===== src/rtl/email_address_syntax_check_unit_defines.svh =====
// assertion macros shared by the email address syntax check unit
// expects clk_i and rst_ni in the scope of the module that uses them
`ifndef EMAIL_ADDRESS_SYNTAX_CHECK_UNIT_DEFINES_SVH
`define EMAIL_ADDRESS_SYNTAX_CHECK_UNIT_DEFINES_SVH

// antecedent implies consequent in the same cycle
`define EASC_ASSERT_SAME(label, ante, cons, msg) \
  label: assert property (@(posedge clk_i) disable iff (!rst_ni) (ante) |-> (cons)) \
    else $error(msg);

// antecedent implies consequent in the next cycle
`define EASC_ASSERT_NEXT(label, ante, cons, msg) \
  label: assert property (@(posedge clk_i) disable iff (!rst_ni) (ante) |=> (cons)) \
    else $error(msg);

`endif


===== src/rtl/easc_pkg.sv =====
// types and constants of the email address syntax check unit
// no dependencies
package easc_pkg;

  localparam int unsigned EASC_QUEUE_DEPTH = 2;

  localparam logic [7:0] CH_AT      = 8'h40;
  localparam logic [7:0] CH_DOT     = 8'h2e;
  localparam logic [7:0] CH_DASH    = 8'h2d;
  localparam logic [7:0] CH_USCORE  = 8'h5f;
  localparam logic [7:0] CH_PERCENT = 8'h25;
  localparam logic [7:0] CH_PLUS    = 8'h2b;

  // character classes seen by the back end
  typedef enum logic [2:0] {
    CLS_NONE,
    CLS_AT,
    CLS_DOT,
    CLS_DASH,
    CLS_ALNUM,
    CLS_SYM,
    CLS_BAD
  } char_class_e;

  typedef struct packed {
    char_class_e cls;
    logic        last;
  } token_t;

endpackage


===== src/rtl/easc_in_if.sv =====
// input channel of the email address syntax check unit
// no dependencies
interface easc_in_if;
  logic       valid;
  logic       ready;
  logic [7:0] char_byte;
  logic       char_present;
  logic       string_end;

  modport source (output valid, output char_byte, output char_present,
                  output string_end, input ready);
  modport sink (input valid, input char_byte, input char_present,
                input string_end, output ready);
endinterface


===== src/rtl/easc_out_if.sv =====
// result channel of the email address syntax check unit
// no dependencies
interface easc_out_if;
  logic valid;
  logic ready;
  logic address_ok;

  modport source (output valid, output address_ok, input ready);
  modport sink (input valid, input address_ok, output ready);
endinterface


===== src/rtl/easc_front.sv =====
// front end: accepts input beats and classifies the character
// depends on easc_pkg and easc_in_if
module easc_front (
  easc_in_if.sink           in_i,
  input  logic              full_i,
  output logic              push_o,
  output easc_pkg::token_t  token_o
);
  import easc_pkg::*;

  logic        is_digit;
  logic        is_upper;
  logic        is_lower;
  char_class_e cls;

  assign is_digit = (in_i.char_byte >= 8'h30) && (in_i.char_byte <= 8'h39);
  assign is_upper = (in_i.char_byte >= 8'h41) && (in_i.char_byte <= 8'h5a);
  assign is_lower = (in_i.char_byte >= 8'h61) && (in_i.char_byte <= 8'h7a);

  always_comb begin
    if (!in_i.char_present) begin
      cls = CLS_NONE;
    end else if (in_i.char_byte == CH_AT) begin
      cls = CLS_AT;
    end else if (in_i.char_byte == CH_DOT) begin
      cls = CLS_DOT;
    end else if (in_i.char_byte == CH_DASH) begin
      cls = CLS_DASH;
    end else if (is_digit || is_upper || is_lower) begin
      cls = CLS_ALNUM;
    end else if ((in_i.char_byte == CH_USCORE) || (in_i.char_byte == CH_PERCENT) ||
                 (in_i.char_byte == CH_PLUS)) begin
      cls = CLS_SYM;
    end else begin
      cls = CLS_BAD;
    end
  end

  assign in_i.ready   = !full_i;
  assign token_o.cls  = cls;
  assign token_o.last = in_i.string_end;
  // idle beats change nothing, so they are taken and dropped here
  assign push_o = in_i.valid && !full_i && (in_i.char_present || in_i.string_end);

endmodule


===== src/rtl/easc_queue.sv =====
// short token queue between front and back end
// depends on easc_pkg
module easc_queue #(
  parameter int unsigned Depth = easc_pkg::EASC_QUEUE_DEPTH
) (
  input  logic              clk_i,
  input  logic              rst_ni,
  input  logic              push_i,
  input  easc_pkg::token_t  token_i,
  output logic              full_o,
  input  logic              pop_i,
  output logic              valid_o,
  output easc_pkg::token_t  token_o
);
  import easc_pkg::*;

  localparam int unsigned PtrW = (Depth > 1) ? $clog2(Depth) : 1;
  localparam int unsigned CntW = $clog2(Depth + 1);

  token_t            mem_q [Depth];
  logic [PtrW-1:0]   wr_ptr_q, wr_ptr_d;
  logic [PtrW-1:0]   rd_ptr_q, rd_ptr_d;
  logic [CntW-1:0]   cnt_q, cnt_d;
  logic              do_push, do_pop;

  assign full_o  = (cnt_q == CntW'(Depth));
  assign valid_o = (cnt_q != '0);
  assign token_o = mem_q[rd_ptr_q];
  assign do_push = push_i && !full_o;
  assign do_pop  = pop_i && valid_o;

  always_comb begin
    wr_ptr_d = wr_ptr_q;
    rd_ptr_d = rd_ptr_q;
    cnt_d    = cnt_q;
    if (do_push) begin
      wr_ptr_d = (wr_ptr_q == PtrW'(Depth - 1)) ? '0 : wr_ptr_q + 1'b1;
    end
    if (do_pop) begin
      rd_ptr_d = (rd_ptr_q == PtrW'(Depth - 1)) ? '0 : rd_ptr_q + 1'b1;
    end
    if (do_push && !do_pop) begin
      cnt_d = cnt_q + 1'b1;
    end else if (do_pop && !do_push) begin
      cnt_d = cnt_q - 1'b1;
    end
  end

  always_ff @(posedge clk_i or negedge rst_ni) begin
    if (!rst_ni) begin
      wr_ptr_q <= '0;
      rd_ptr_q <= '0;
      cnt_q    <= '0;
    end else begin
      wr_ptr_q <= wr_ptr_d;
      rd_ptr_q <= rd_ptr_d;
      cnt_q    <= cnt_d;
    end
  end

  always_ff @(posedge clk_i) begin
    if (do_push) begin
      mem_q[wr_ptr_q] <= token_i;
    end
  end

endmodule


===== src/rtl/easc_back.sv =====
// back end: applies the syntax rules per token and registers the result
// depends on easc_pkg, easc_out_if and the assertion macro header
`include "email_address_syntax_check_unit_defines.svh"
module easc_back (
  input  logic              clk_i,
  input  logic              rst_ni,
  input  logic              valid_i,
  input  easc_pkg::token_t  token_i,
  output logic              pop_o,
  easc_out_if.source        out_o
);
  import easc_pkg::*;

  typedef enum logic [1:0] {
    KIND_START,
    KIND_DOT,
    KIND_DASH,
    KIND_OTHER
  } kind_e;

  logic  at_q, at_d;
  logic  fail_q, fail_d;
  logic  dot_q, dot_d;
  kind_e kind_q, kind_d;
  logic  out_valid_q, out_valid_d;
  logic  ok_q, ok_d;
  logic  done;

  // a closing token may only leave when the result slot frees up
  assign pop_o = valid_i && (!token_i.last || !out_valid_q || out_o.ready);
  assign done  = pop_o && token_i.last;

  always_comb begin
    at_d   = at_q;
    fail_d = fail_q;
    dot_d  = dot_q;
    kind_d = kind_q;
    if (pop_o) begin
      case (token_i.cls)
        CLS_NONE: begin
        end
        CLS_AT: begin
          if (at_q || (kind_q != KIND_OTHER)) fail_d = 1'b1;
          at_d   = 1'b1;
          kind_d = KIND_START;
        end
        CLS_DOT: begin
          if (!at_q) begin
            if ((kind_q == KIND_START) || (kind_q == KIND_DOT)) fail_d = 1'b1;
          end else begin
            if (kind_q != KIND_OTHER) fail_d = 1'b1;
            dot_d = 1'b1;
          end
          kind_d = KIND_DOT;
        end
        CLS_DASH: begin
          if ((kind_q == KIND_START) || (at_q && (kind_q == KIND_DOT))) fail_d = 1'b1;
          kind_d = KIND_DASH;
        end
        CLS_ALNUM: begin
          kind_d = KIND_OTHER;
        end
        CLS_SYM: begin
          // _ % + are local part only
          if (at_q) fail_d = 1'b1;
          kind_d = KIND_OTHER;
        end
        default: begin
          fail_d = 1'b1;
          kind_d = KIND_OTHER;
        end
      endcase
    end
    ok_d        = ok_q;
    out_valid_d = out_valid_q && !out_o.ready;
    if (done) begin
      ok_d        = !fail_d && at_d && (kind_d == KIND_OTHER) && dot_d;
      out_valid_d = 1'b1;
      at_d        = 1'b0;
      fail_d      = 1'b0;
      dot_d       = 1'b0;
      kind_d      = KIND_START;
    end
  end

  always_ff @(posedge clk_i or negedge rst_ni) begin
    if (!rst_ni) begin
      at_q        <= 1'b0;
      fail_q      <= 1'b0;
      dot_q       <= 1'b0;
      kind_q      <= KIND_START;
      out_valid_q <= 1'b0;
      ok_q        <= 1'b0;
    end else begin
      at_q        <= at_d;
      fail_q      <= fail_d;
      dot_q       <= dot_d;
      kind_q      <= kind_d;
      out_valid_q <= out_valid_d;
      ok_q        <= ok_d;
    end
  end

  assign out_o.valid      = out_valid_q;
  assign out_o.address_ok = ok_q;

  `EASC_ASSERT_SAME(a_dot_needs_at, dot_q, at_q, "domain dot recorded before any at sign")
  `EASC_ASSERT_NEXT(a_clear_after_end, done,
    !at_q && !fail_q && !dot_q && (kind_q == KIND_START), "state not cleared after string end")
  `EASC_ASSERT_SAME(a_result_from_end, $rose(out_valid_q), $past(done),
    "result beat without a closing token")
  `EASC_ASSERT_NEXT(a_result_held, out_valid_q && !out_o.ready,
    out_valid_q && $stable(ok_q), "result dropped or changed while stalled")

endmodule


===== src/rtl/email_address_syntax_check_unit.sv =====
// result: a closing beat is written into the token queue, popped by the back end once the
// result slot is free, and its verdict is then registered together with result valid
// throughput: one input beat per cycle; while a result waits, beats flow on until a
// second closing beat reaches the back end, then the two-entry queue fills and input stalls
// reset: asynchronous, active low; clears queue, rule state and result valid
module email_address_syntax_check_unit #(
  parameter int unsigned QueueDepth = easc_pkg::EASC_QUEUE_DEPTH
) (
  input  logic        clk_i,
  input  logic        rst_ni,
  easc_in_if.sink     in_i,
  easc_out_if.source  out_o
);
  import easc_pkg::*;

  logic   push, full, pop, tok_valid;
  token_t tok_in, tok_out;

  easc_front u_front (
    .in_i    (in_i),
    .full_i  (full),
    .push_o  (push),
    .token_o (tok_in)
  );

  easc_queue #(
    .Depth (QueueDepth)
  ) u_queue (
    .clk_i   (clk_i),
    .rst_ni  (rst_ni),
    .push_i  (push),
    .token_i (tok_in),
    .full_o  (full),
    .pop_i   (pop),
    .valid_o (tok_valid),
    .token_o (tok_out)
  );

  easc_back u_back (
    .clk_i   (clk_i),
    .rst_ni  (rst_ni),
    .valid_i (tok_valid),
    .token_i (tok_out),
    .pop_o   (pop),
    .out_o   (out_o)
  );

endmodule


===== src/flat_wrapper.sv =====
// flat-port wrapper written by rule: the top's interface ports become plain ports
module email_address_syntax_check_unit_flat import easc_pkg::*;
#(
  parameter int unsigned QueueDepth = easc_pkg::EASC_QUEUE_DEPTH
)
  (clk_i, rst_ni, in_i_valid, in_i_char_byte, in_i_char_present, in_i_string_end, in_i_ready, out_o_valid, out_o_address_ok, out_o_ready);
  easc_in_if in_i_i ();
  easc_out_if out_o_i ();
  input  logic clk_i;
  input  logic rst_ni;
  input wire logic [$bits(in_i_i.valid)-1:0] in_i_valid;
  input wire logic [$bits(in_i_i.char_byte)-1:0] in_i_char_byte;
  input wire logic [$bits(in_i_i.char_present)-1:0] in_i_char_present;
  input wire logic [$bits(in_i_i.string_end)-1:0] in_i_string_end;
  output wire logic [$bits(in_i_i.ready)-1:0] in_i_ready;
  output wire logic [$bits(out_o_i.valid)-1:0] out_o_valid;
  output wire logic [$bits(out_o_i.address_ok)-1:0] out_o_address_ok;
  input wire logic [$bits(out_o_i.ready)-1:0] out_o_ready;
  assign in_i_i.valid = in_i_valid;
  assign in_i_i.char_byte = in_i_char_byte;
  assign in_i_i.char_present = in_i_char_present;
  assign in_i_i.string_end = in_i_string_end;
  assign in_i_ready = in_i_i.ready;
  assign out_o_valid = out_o_i.valid;
  assign out_o_address_ok = out_o_i.address_ok;
  assign out_o_i.ready = out_o_ready;
  email_address_syntax_check_unit #(.QueueDepth(QueueDepth)) u_core (.clk_i(clk_i), .rst_ni(rst_ni), .in_i(in_i_i), .out_o(out_o_i));
endmodule

===== config.mk =====
export PLATFORM = sky130hd
export DESIGN_NAME = email_address_syntax_check_unit_flat
export DESIGN_NICKNAME = d
export VERILOG_FILES = /design/src/rtl/easc_pkg.sv /design/src/rtl/easc_in_if.sv /design/src/rtl/easc_out_if.sv /design/src/rtl/easc_front.sv /design/src/rtl/easc_queue.sv /design/src/rtl/easc_back.sv /design/src/rtl/email_address_syntax_check_unit.sv /design/src/flat_wrapper.sv
export VERILOG_INCLUDE_DIRS = /design/src /design/src/rtl
export SDC_FILE = /design/constraint.sdc
export NUM_CORES = 1
export LEC_CHECK = 0
export BUFFER_PORTS_ARGS = -buffer_cell sky130_fd_sc_hd__buf_2
export CAP_MARGIN = 15
export CORE_MARGIN = 2
export CORE_UTILIZATION = 30
export DETAILED_ROUTE_END_ITERATION = 10
export GPL_TIMING_DRIVEN = 1
export PLACE_DENSITY = 0.55
export SYNTH_ARGS = -nofsm -noshare
export SYNTH_HDL_FRONTEND = slang
export SYNTH_SLANG_ARGS = --single-unit
export TNS_END_PERCENT = 100

===== constraint.sdc =====
create_clock -name clk_i -period 4.2 [get_ports clk_i]
set_input_delay 0.84 -clock clk_i [delete_from_list [all_inputs] [get_ports clk_i]]
set_output_delay 0.84 -clock clk_i [all_outputs]
set_load 0.005 [all_outputs]

==> impl_metrics.tcl <==
set metrics [dict create \
    hold_viol 0 \
    rsz0062_at_grt "false" \
    numCtsBuffers 3 \
    reg2reg_slack_ns 2.08 \
    grt_pass1_wl_um 3601 \
    dpl-instance-area_mm2 0.001219 \
    rr_startpoint "u_core.u_queue.rd_ptr_q$_DFFE_PN0P_" \
    die_height_um 64.55 \
    max_freq_ghz 0.4711 \
    grt_max_degree 13 \
    portBuffers 16 \
    path_clk_slew_ns 0.12 \
    synth.area.top_cells "dfrtp_1 (25%), edfxtp_1 (22%), a21oi_1 (4.6%)" \
    fin_util 0.3645 \
    start_kind "flip-flop" \
    cts_setup_buffers 0 \
    setup_tns_ns 0 \
    viasPerCell 4.866 \
    ctsHoldBuffers 0 \
    end_kind "flip-flop" \
    cp_max_fo 12 \
    maxCapViolCount 0 \
    finalSetupViolations 0 \
    fin_crit_sh 0.5054 \
    tightest_slew_ns 0.5320 \
    cts.path.max_buffers 2 \
    grt_usage 0.1093 \
    yosysTopAreaCell "dfrtp_1" \
    p_per_area_mw_per_mm2 586.7 \
    dpl.hpwl_um 1658 \
    chipWidth_um 64.55 \
    grt-ovfl-total 0 \
    synth_seq_cells 19 \
    synth_top_area_share 0.2503 \
    drt-wirelength-per-cell_um 11.95 \
    place_congestion 0.8526 \
    r2r_end "u_core.u_queue.cnt_q[1]$_DFFE_PN0P_" \
    drc 0 \
    design_area_mm2 0.001245 \
    diodes 0 \
    vdd_ir_drop_max_uv 240.3 \
    fillers 354 \
    antenna_found_initial 0 \
    syn_nets 123 \
    yosysMostFrequentCell "dfrtp_1" \
    synth_warnings 0 \
    min_period_ns 2.123 \
    drive_above_1_share 0.2063 \
    post_cts_resized 0 \
    grt_pass1_vias 813 \
    synth_area_mm2 0.001100 \
    tritoncts "yes" \
    crit_type "reg2reg" \
    totalWireLength_um 2056 \
    fin_nets 142 \
    syn_to_final_growth_pct 13.20 \
    first_pass_iters 4 \
    reg2reg_depth 7 \
    fin_skew_ns 0.01377 \
    clock-root-buffer "clkbuf_4" \
    min_path_type "in2async" \
    synth_cell_types 39 \
    cp.required_ns 4.43 \
    yosysSeqAreaShare 0.4687 \
    status "complete, no violations" \
    drt-initial-drc-count 14 \
    std_cell_rows 21 \
    synth_edf_count 8 \
    avgSynthCellArea_um2 10.18 \
    whs_ns 0.3867 \
    maxSlewViolCount 0 \
    clock_latency_ns 0.29 \
    worstPathArrival_ns 2.35 \
    floorplan.initialDensity 0.3220 \
    max_slew_margin 0.6352 \
    die_area_mm2 0.004166 \
    cts_num_sinks 19 \
    io_pins 17 \
    antenna_left 0 \
    yosys_most_used_dff "dfrtp_1" \
    leakage_nw 0.5455 \
    htreeDepth 1 \
    async_flop_share 0.5789 \
    synth_commonest_cells "dfrtp_1 (11), a21oi_1 (10), nand2_1 (10), nor2_1 (10), edfxtp_1 (8)" \
    vias 837 \
    synth_cells 108 \
    core_mm2 0.003416 \
]
[routing by layer]
layer  vias up  routed length (um)  GRT usage
li1        429                   -          -
met1       395                1021     0.1443
met2        13                 974     0.1810
met3         0                  60    0.02257
met4         0                   0    0.03191
met5         -                   0          0
[through the flow]
stage | instances | power [mW] | worst slack (ns)
3_3_place_gp | 168 | 0.6442 | 2.025
4_1_cts | 172 | 0.7351 | 2.075
6_report | 172 | 0.7305 | 2.077
5_1_grt | 172 | 0.7981 | 1.889
3_5_place_dp | 168 | 0.6426 | 2.026
2_1_floorplan | 108 | 0.5844 | 2.290
[worst max-delay path by stage]
stage / startpoint / end / slack, ns / cells past startpoint
2_1_floorplan: in_i_char_byte[4] / u_core.u_queue.mem_q[0][2]$_DFFE_PP_ / 2.29 / 5
3_3_place_gp: in_i_char_byte[4] / u_core.u_queue.mem_q[1][2]$_DFFE_PP_ / 2.03 / 6
3_5_place_dp: in_i_char_byte[4] / u_core.u_queue.mem_q[0][2]$_DFFE_PP_ / 2.03 / 6
4_1_cts: u_core.u_queue.rd_ptr_q$_DFFE_PN0P_ / u_core.u_queue.cnt_q[1]$_DFFE_PN0P_ / 2.08 / 7
5_1_grt: u_core.u_queue.rd_ptr_q$_DFFE_PN0P_ / u_core.u_back.out_o.address_ok$_DFFE_PN0P_ / 1.89 / 6
6_report: u_core.u_queue.rd_ptr_q$_DFFE_PN0P_ / u_core.u_queue.cnt_q[1]$_DFFE_PN0P_ / 2.08 / 7
[cell usage in the layout, fill, tap and decap left out, drive strengths merged, types with 4 or more instances in the layout]
cell | Yosys | final
nand2b | 4 | 4
nand2 | 10 | 10
inv | 7 | 7
nor3b | 5 | 5
dfrtp | 11 | 11
o21ai | 5 | 5
xor2 | 4 | 4
buf | 2 | 16
clkbuf | 0 | 4
nor2 | 10 | 10
a21oi | 10 | 10
mux2i | 4 | 4
edfxtp | 8 | 8
[final cells by class]
type / instances / area (um2) / area share
clock buffer: 4 / 26.28 / 0.02111
inverter: 7 / 26.28 / 0.02111
multi-input combinational: 80 / 539.3 / 0.4332
sequential: 19 / 515.5 / 0.4141
tap: 46 / 57.56 / 0.04623
timing repair buffer: 16 / 80.08 / 0.06432
[critical path, stage by stage (launching register included)]
cell and delay (ns):
dfrtp_1 0.65, mux2i_2 0.40, o22a_2 0.34, inv_2 0.08, ha_1 0.19, xor2_1 0.15
nor2_1 0.12, xor2_1 0.14
[state kept, by name, indices dropped and copies added, names as in the netlist]
signal / count
u_core.u_back.at_q: 1
u_core.u_queue.rd_ptr_q: 1
u_core.u_back.out_o.valid: 1
u_core.u_back.kind_q: 2
u_core.u_queue.cnt_q: 2
u_core.u_queue.wr_ptr_q: 1
u_core.u_queue.mem_q: 8
u_core.u_back.fail_q: 1
u_core.u_back.out_o.address_ok: 1
u_core.u_back.dot_q: 1
[cells by family (layout without fill, tap and decap cells)]
logic type               Yosys count  after routing  share of synthesized area
AO/OA/AOI/OAI                     30             30                     0.1980
XOR/XNOR                           6              6                    0.04778
adder cells (fa/ha/maj)            1              1                    0.01137
buffers and inverters              9             27                    0.04095
flip-flops                        19             19                     0.4687
multiplexers                       5              5                    0.05346
AND/OR/NAND/NOR                   38             38                     0.1798
[power by group]
group          total [mW]  switching (mW)  internal (mW)  leakage (nW)
Clock              0.0918          0.0549         0.0368        0.0150
Combinational       0.315           0.167          0.148         0.319
Sequential          0.324          0.0657          0.258         0.211
Total               0.730           0.288          0.443         0.546
Note: power is estimated with default switching activity, not from simulation.
